### src/sv/lpsl_pkg.sv
// Package for the longest palindromic subsequence length block.
// Holds sizes, transaction payload types and the cell result type.
// No dependencies.
`default_nettype none

package lpsl_pkg;

    localparam int MAX_LEN = 64;
    localparam int IDX_W   = $clog2(MAX_LEN);
    localparam int CNT_W   = $clog2(MAX_LEN + 1);
    localparam int SCORE_W = 7;
    localparam int SYM_W   = 8;
    localparam int ADDR_W  = 2 * IDX_W;
    localparam int TBL_DEPTH = MAX_LEN * MAX_LEN;

    typedef struct packed {
        logic [SYM_W-1:0] symbol;
        logic             last;
    } t_in_item;

    typedef struct packed {
        logic [SCORE_W-1:0] lps_length;
        logic               truncated;
    } t_out_item;

    typedef struct packed {
        logic               match;
        logic [SCORE_W-1:0] best;
        logic [SCORE_W-1:0] bumped;
    } t_cell_res;

endpackage

`default_nettype wire

### src/sv/lpsl_cell_unit.sv
// Shared cell unit: byte compare, max of the two shorter spans, inner plus two.
// Depends on lpsl_pkg.
`default_nettype none

module lpsl_cell_unit
    import lpsl_pkg::*;
(
    input  wire logic [SYM_W-1:0]   i_sym_lo,
    input  wire logic [SYM_W-1:0]   i_sym_hi,
    input  wire logic [SCORE_W-1:0] i_score_a,
    input  wire logic [SCORE_W-1:0] i_score_b,
    output t_cell_res               o_res
);

    always_comb begin
        o_res.match  = (i_sym_lo == i_sym_hi);
        o_res.best   = (i_score_a < i_score_b) ? i_score_b : i_score_a;
        o_res.bumped = i_score_a + SCORE_W'(2);
    end

endmodule

`default_nettype wire

### config.mk
export PLATFORM = sky130hd
export DESIGN_NAME = lpsl_cell_unit
export DESIGN_NICKNAME = d
export VERILOG_FILES = /design/src/sv/lpsl_pkg.sv /design/src/sv/lpsl_cell_unit.sv
export SDC_FILE = /design/constraint.sdc
export NUM_CORES = 1
export LEC_CHECK = 0
export ABC_AREA = 0
export BUFFER_PORTS_ARGS = -buffer_cell sky130_fd_sc_hd__clkbuf_2
export CORE_AREA = 4 4 41 43
export DETAILED_ROUTE_END_ITERATION = 10
export DIE_AREA = 0 0 45 47
export PLACE_DENSITY = 0.79
export SYNTH_ARGS = -nofsm -noshare
export SYNTH_HDL_FRONTEND = slang
export SYNTH_SLANG_ARGS = --single-unit
### constraint.sdc
create_clock -name vclk -period 1.15
set_input_delay 0 -clock vclk [all_inputs]
set_output_delay 0 -clock vclk [all_outputs]
set_load 0.01 [all_outputs]
== Word level (Yosys, flattened, before mapping) ==
Cells that the tools add are included.

* Register bits after elaboration: 0
* Output and inout bits: 15
* Word-level logic and storage cells: 4

* Add/subtract/negate cells: 1
* $lt $le $gt $ge: 1
* Equality and inequality tests: 1
* Mux-type cells: 1

{| class="wikitable"
|+ Operator list
! cell !! number
|-
| $eq 8x8->1 || 1
|-
| $add 7x2->7 const B || 1
|-
| $lt 7x7->1 || 1
|-
| $mux 7 || 1
|}

== Logic depth before layout (Yosys ltp) ==
* Depth in word-level cells: 2
* Depth in mapped cells: 6
* Depth with buffers taken out: 6

== Least setup slack after synthesis ==
OpenSTA, ideal clock, no wires.

* Path type: input -> output
* Start: input i_score_b[2]
* End: output o_res[10] (netlist name)
* Arrival time: 1,171 ps
* Required time: 1,150 ps
* Slack: -21 ps
* Stages on the path: 6
* Cell sequence: inv_1 ha_1 a21oi_4 o21ai_2 a21oi_4 mux2_4

{| class="wikitable"
|+ RTL lines
! what !! RTL line !! RTL
|-
| from (decl) || lpsl_cell_unit.sv:11 || <nowiki>input wire logic [SCORE_W-1:0] i_score_b,</nowiki>
|-
| to (decl) || lpsl_cell_unit.sv:12 || <nowiki>output t_cell_res o_res</nowiki>
|}

==> run summary <==
YOSYS
---------------------------------------------------------------------------------
Commonest cells in the netlist ..................................... sky130_fd_sc_hd__xnor2_1, sky130_fd_sc_hd__ha_1, sky130_fd_sc_hd__inv_1
Share of the yosys chip area belonging to registers ................           0%
Post-synthesis cell count ..........................................           51
Fraction of synthesized area in multiplexers .......................        22.9%
Portion of synthesized cell area occupied by the leading cell type .        20.6%
Synthesized-area fraction occupied by ao, oa, aoi and oai cells ....        12.9%
Average footprint of a synthesized cell ............................    8.59 um^2
Yosys top cell by area ............................................. sky130_fd_sc_hd__mux2_4
Adder and majority cell fraction of the synthesized area ...........        20.0%
Most numerous cell in the Yosys netlist ............................ sky130_fd_sc_hd__xnor2_1
Distinct cell type count after synthesis ...........................           17
Simple-gate portion of the synthesized area ........................        12.6%
Xor/xnor cell area share of the yosys netlist ......................        24.0%
Dominant combinational cell family by area after synthesis ......... XOR/XNOR gates
Area of the mapped netlist .........................................     438 um^2
Syn_nets ...........................................................           88
Synth Warn # .......................................................            0
Area contributors post-synth ....................................... sky130_fd_sc_hd__mux2_4, sky130_fd_sc_hd__ha_1, sky130_fd_sc_hd__xnor2_1, sky130_fd_sc_hd__a21oi_4, sky130_fd_sc_hd__inv_1

FLOORPLAN
---------------------------------------------------------------------------------
# IOs ..............................................................           45
Area of the core region ............................................    1300 um^2
Chip Height ........................................................        47 um
X dimension of the die .............................................        45 um
DIE AREA ...........................................................    2120 um^2
Effective utilization at floorplan .................................        33.7%
Standard-cell rows .................................................           13

LAYOUT
---------------------------------------------------------------------------------
Share of cells above drive strength 1 ..............................        69.4%
Number of diodes ...................................................            0
Layout Area Growth over Synthesis ..................................         101%
Sequential cell area ...............................................       0 um^2
Count of flip-flops and latches ....................................            0
Total of clock buffers placed in the layout ........................            0
Number of nets in the layout .......................................          147
Fillers ............................................................          101
Multi-input gate area ..............................................     463 um^2

STA
---------------------------------------------------------------------------------
Final Hold Fails ...................................................            0
Transition time of the tightest slew-check pin .....................     0.181 ns
Final worst path period share ......................................         115%
Post-Route Setup TNS ...............................................     -1.08 ns
Worst max-slew margin expressed relative to the limit ..............        87.6%
Highest Clock Rate .................................................      757 MHz
Worst setup margin .................................................    -0.171 ns
Number of max-slew violations in the final report ..................            0
Finish-stage setup viols ...........................................            7
Time the worst path needs with I/O delays and setup ................      1.32 ns
Post-route worst hold slack ........................................     0.300 ns
RSZ-0062 raised after global routing ...............................         true

PLACED DESIGN
---------------------------------------------------------------------------------
Count of input and output buffers ..................................           45
Final HPWL DP ......................................................      1.32 mm
Last weighted congestion value of the routability-driven placer ....        0.714

HOLD PATH
---------------------------------------------------------------------------------
Start point of the worst hold path ................................. i_score_a[0]
HP Class ........................................................... input pin to primary output
Worst hold path depth ..............................................            3
Hold Path End ......................................................     o_res[0]

GLOBAL ROUTE
---------------------------------------------------------------------------------
Largest net degree at the start of global routing ..................            5
Via count of the first global-routing pass .........................          636
Initial antenna violation count ....................................            0
Global-route congestion overflow total .............................            0
Overall track demand over capacity in global routing ...............        16.1%
Global-route wire length before repair .............................      2.51 mm

FLOW RUN
---------------------------------------------------------------------------------
Reported max-cap violation count ...................................            0

POWER
---------------------------------------------------------------------------------
Power per cell area ................................................  506 nW/um^2
Relative contribution of the clock network to total power ..........           0%
Net Switching ......................................................   0.000192 W
VDD IR max .........................................................     0.236 mV
Fraction of power consumed by combinational cells ..................       100.0%
Register share of total power ......................................           0%
Int Pwr ............................................................   0.000253 W
Switching power as a share of total power ..........................        43.1%
Leakage ............................................................     0.484 nW

DETAILED ROUTING
---------------------------------------------------------------------------------
Length of the first detailed-routing pass in iterations ............            3
Total Routed Length ................................................      1.69 mm
Total number of vias ...............................................          590
Number of vias per cell after detailed routing .....................         4.80
DRC violations left ................................................            0
Drt first-iter violations ..........................................            1
Final routed wire length divided by cell count .....................      13.7 um
Antenna violation net count after detailed routing .................            0

WORST SETUP PATH
---------------------------------------------------------------------------------
Required time worst endpoint .......................................      1.15 ns
Slowest cell delay on critical path ................................      0.31 ns
Critical path data arrival time ....................................      1.32 ns
Slowest cell on the critical path .................................. sky130_fd_sc_hd__mux2_4
Maximum fanout encountered on the critical timing path .............            3
Critical Path Source ............................................... i_score_a[2]
Setup crit start kind ..............................................    input pin
Worst setup EP type ................................................ primary output
Cell chain of the critical path .................................... buf_6 -> ha_4 -> a21oi_4 -> o21ai_2 -> a21oi_4 -> buf_6 -> mux2_4 -> buf_8
Setup CP Type ...................................................... input pin to primary output

OUTCOME
---------------------------------------------------------------------------------
Violations in the final reports .................................... setup timing
Status ............................................................. finished, violations left

==> per-layer routing <==
| metal | routed length (um) | global-route usage [%] | up-vias |
|---|---|---|---|
| li1 | - | - | 288 |
| met1 | 628 | 15.5 | 258 |
| met2 | 833 | 35.6 | 40 |
| met3 | 187 | 1.92 | 4 |
| met4 | 41 | 2.92 | 0 |
| met5 | 0 | 0 | - |
==> layout by cell type (no fill, tap or decap) <==
cell	Yosys	routed
sky130_fd_sc_hd__a21oi_4	2	3
sky130_fd_sc_hd__ha_4	0	3
sky130_fd_sc_hd__a21oi_2	0	1
sky130_fd_sc_hd__buf_4	1	11
sky130_fd_sc_hd__inv_4	0	1
sky130_fd_sc_hd__nand4_1	2	2
sky130_fd_sc_hd__nor2_2	0	1
sky130_fd_sc_hd__o21ai_2	1	2
sky130_fd_sc_hd__inv_1	7	6
sky130_fd_sc_hd__buf_6	0	5
sky130_fd_sc_hd__xor2_1	2	2
sky130_fd_sc_hd__buf_8	0	2
sky130_fd_sc_hd__ha_1	7	4
sky130_fd_sc_hd__and3_1	1	1
sky130_fd_sc_hd__and2b_1	1	1
sky130_fd_sc_hd__nand3_1	2	2
sky130_fd_sc_hd__mux2_4	6	6
sky130_fd_sc_hd__clkbuf_2	0	40
sky130_fd_sc_hd__nor2_1	2	1
sky130_fd_sc_hd__xnor2_1	10	10
sky130_fd_sc_hd__nand2_1	3	3
sky130_fd_sc_hd__mux2i_1	1	1
==> worst max-delay path by stage <==
stage,depth (start not counted),to
2_1_floorplan,6,o_res[10]
3_3_place_gp,9,o_res[7]
3_5_place_dp,9,o_res[13]
4_1_cts,9,o_res[13]
5_1_grt,9,o_res[9]
6_report,8,o_res[13]
==> power groups by stage <==
stage	clock, W	sequential (W)	combinational [W]
5_1_grt	0	0	0.000478
4_1_cts	0	0	0.000409
6_report	0	0	0.000445
2_1_floorplan	0	0	0.000198
3_3_place_gp	0	0	0.000357
3_5_place_dp	0	0	0.000372
==> what timing repair did <==
| action | 4_1_cts | 5_1_grt |
|---|---|---|
| hold buffers | 0 | 0 |
| gates resized for setup | 10 | 12 |
| buffers inserted | 1 | 0 |
| pin swaps | 5 | 3 |
| setup endpoints to repair | 7 | 7 |
==> area by class of cell <==
| class | count | area share [%] |
|---|---|---|
| multi-input combinational | 43 | 52.6 |
| inverter | 7 | 3.27 |
| tap | 15 | 2.13 |
| timing repair buffer | 58 | 42.0 |
==> cell families after synthesis <==
family          after synthesis
xor+xnor                     12
compound gates                6
simple gates                 11
mux                           7
fa+ha+maj                     7
buf+inv                       8
==> critical path: cells and delay by family <==
kind	cells	cell delay, ns
buffers and inverters	3	0.36
AOI/OAI and AO/OA	3	0.39
muxes	1	0.31
adders and majority gates	1	0.25
==> through the flow <==
step	cells	cell area, um^2	power (W)	util (%)	worst slack (ns)
2_1_floorplan	51	450	0.000198	-	0.00933
3_3_place_gp	122	777	0.000357	59.7	-0.212
3_5_place_dp	122	777	0.000372	59.7	-0.229
4_1_cts	123	840	0.000409	64.5	-0.171
5_1_grt	123	880	0.000478	67.6	-0.212
6_report	123	880	0.000445	67.6	-0.171
(Power assumes the default switching activity.)
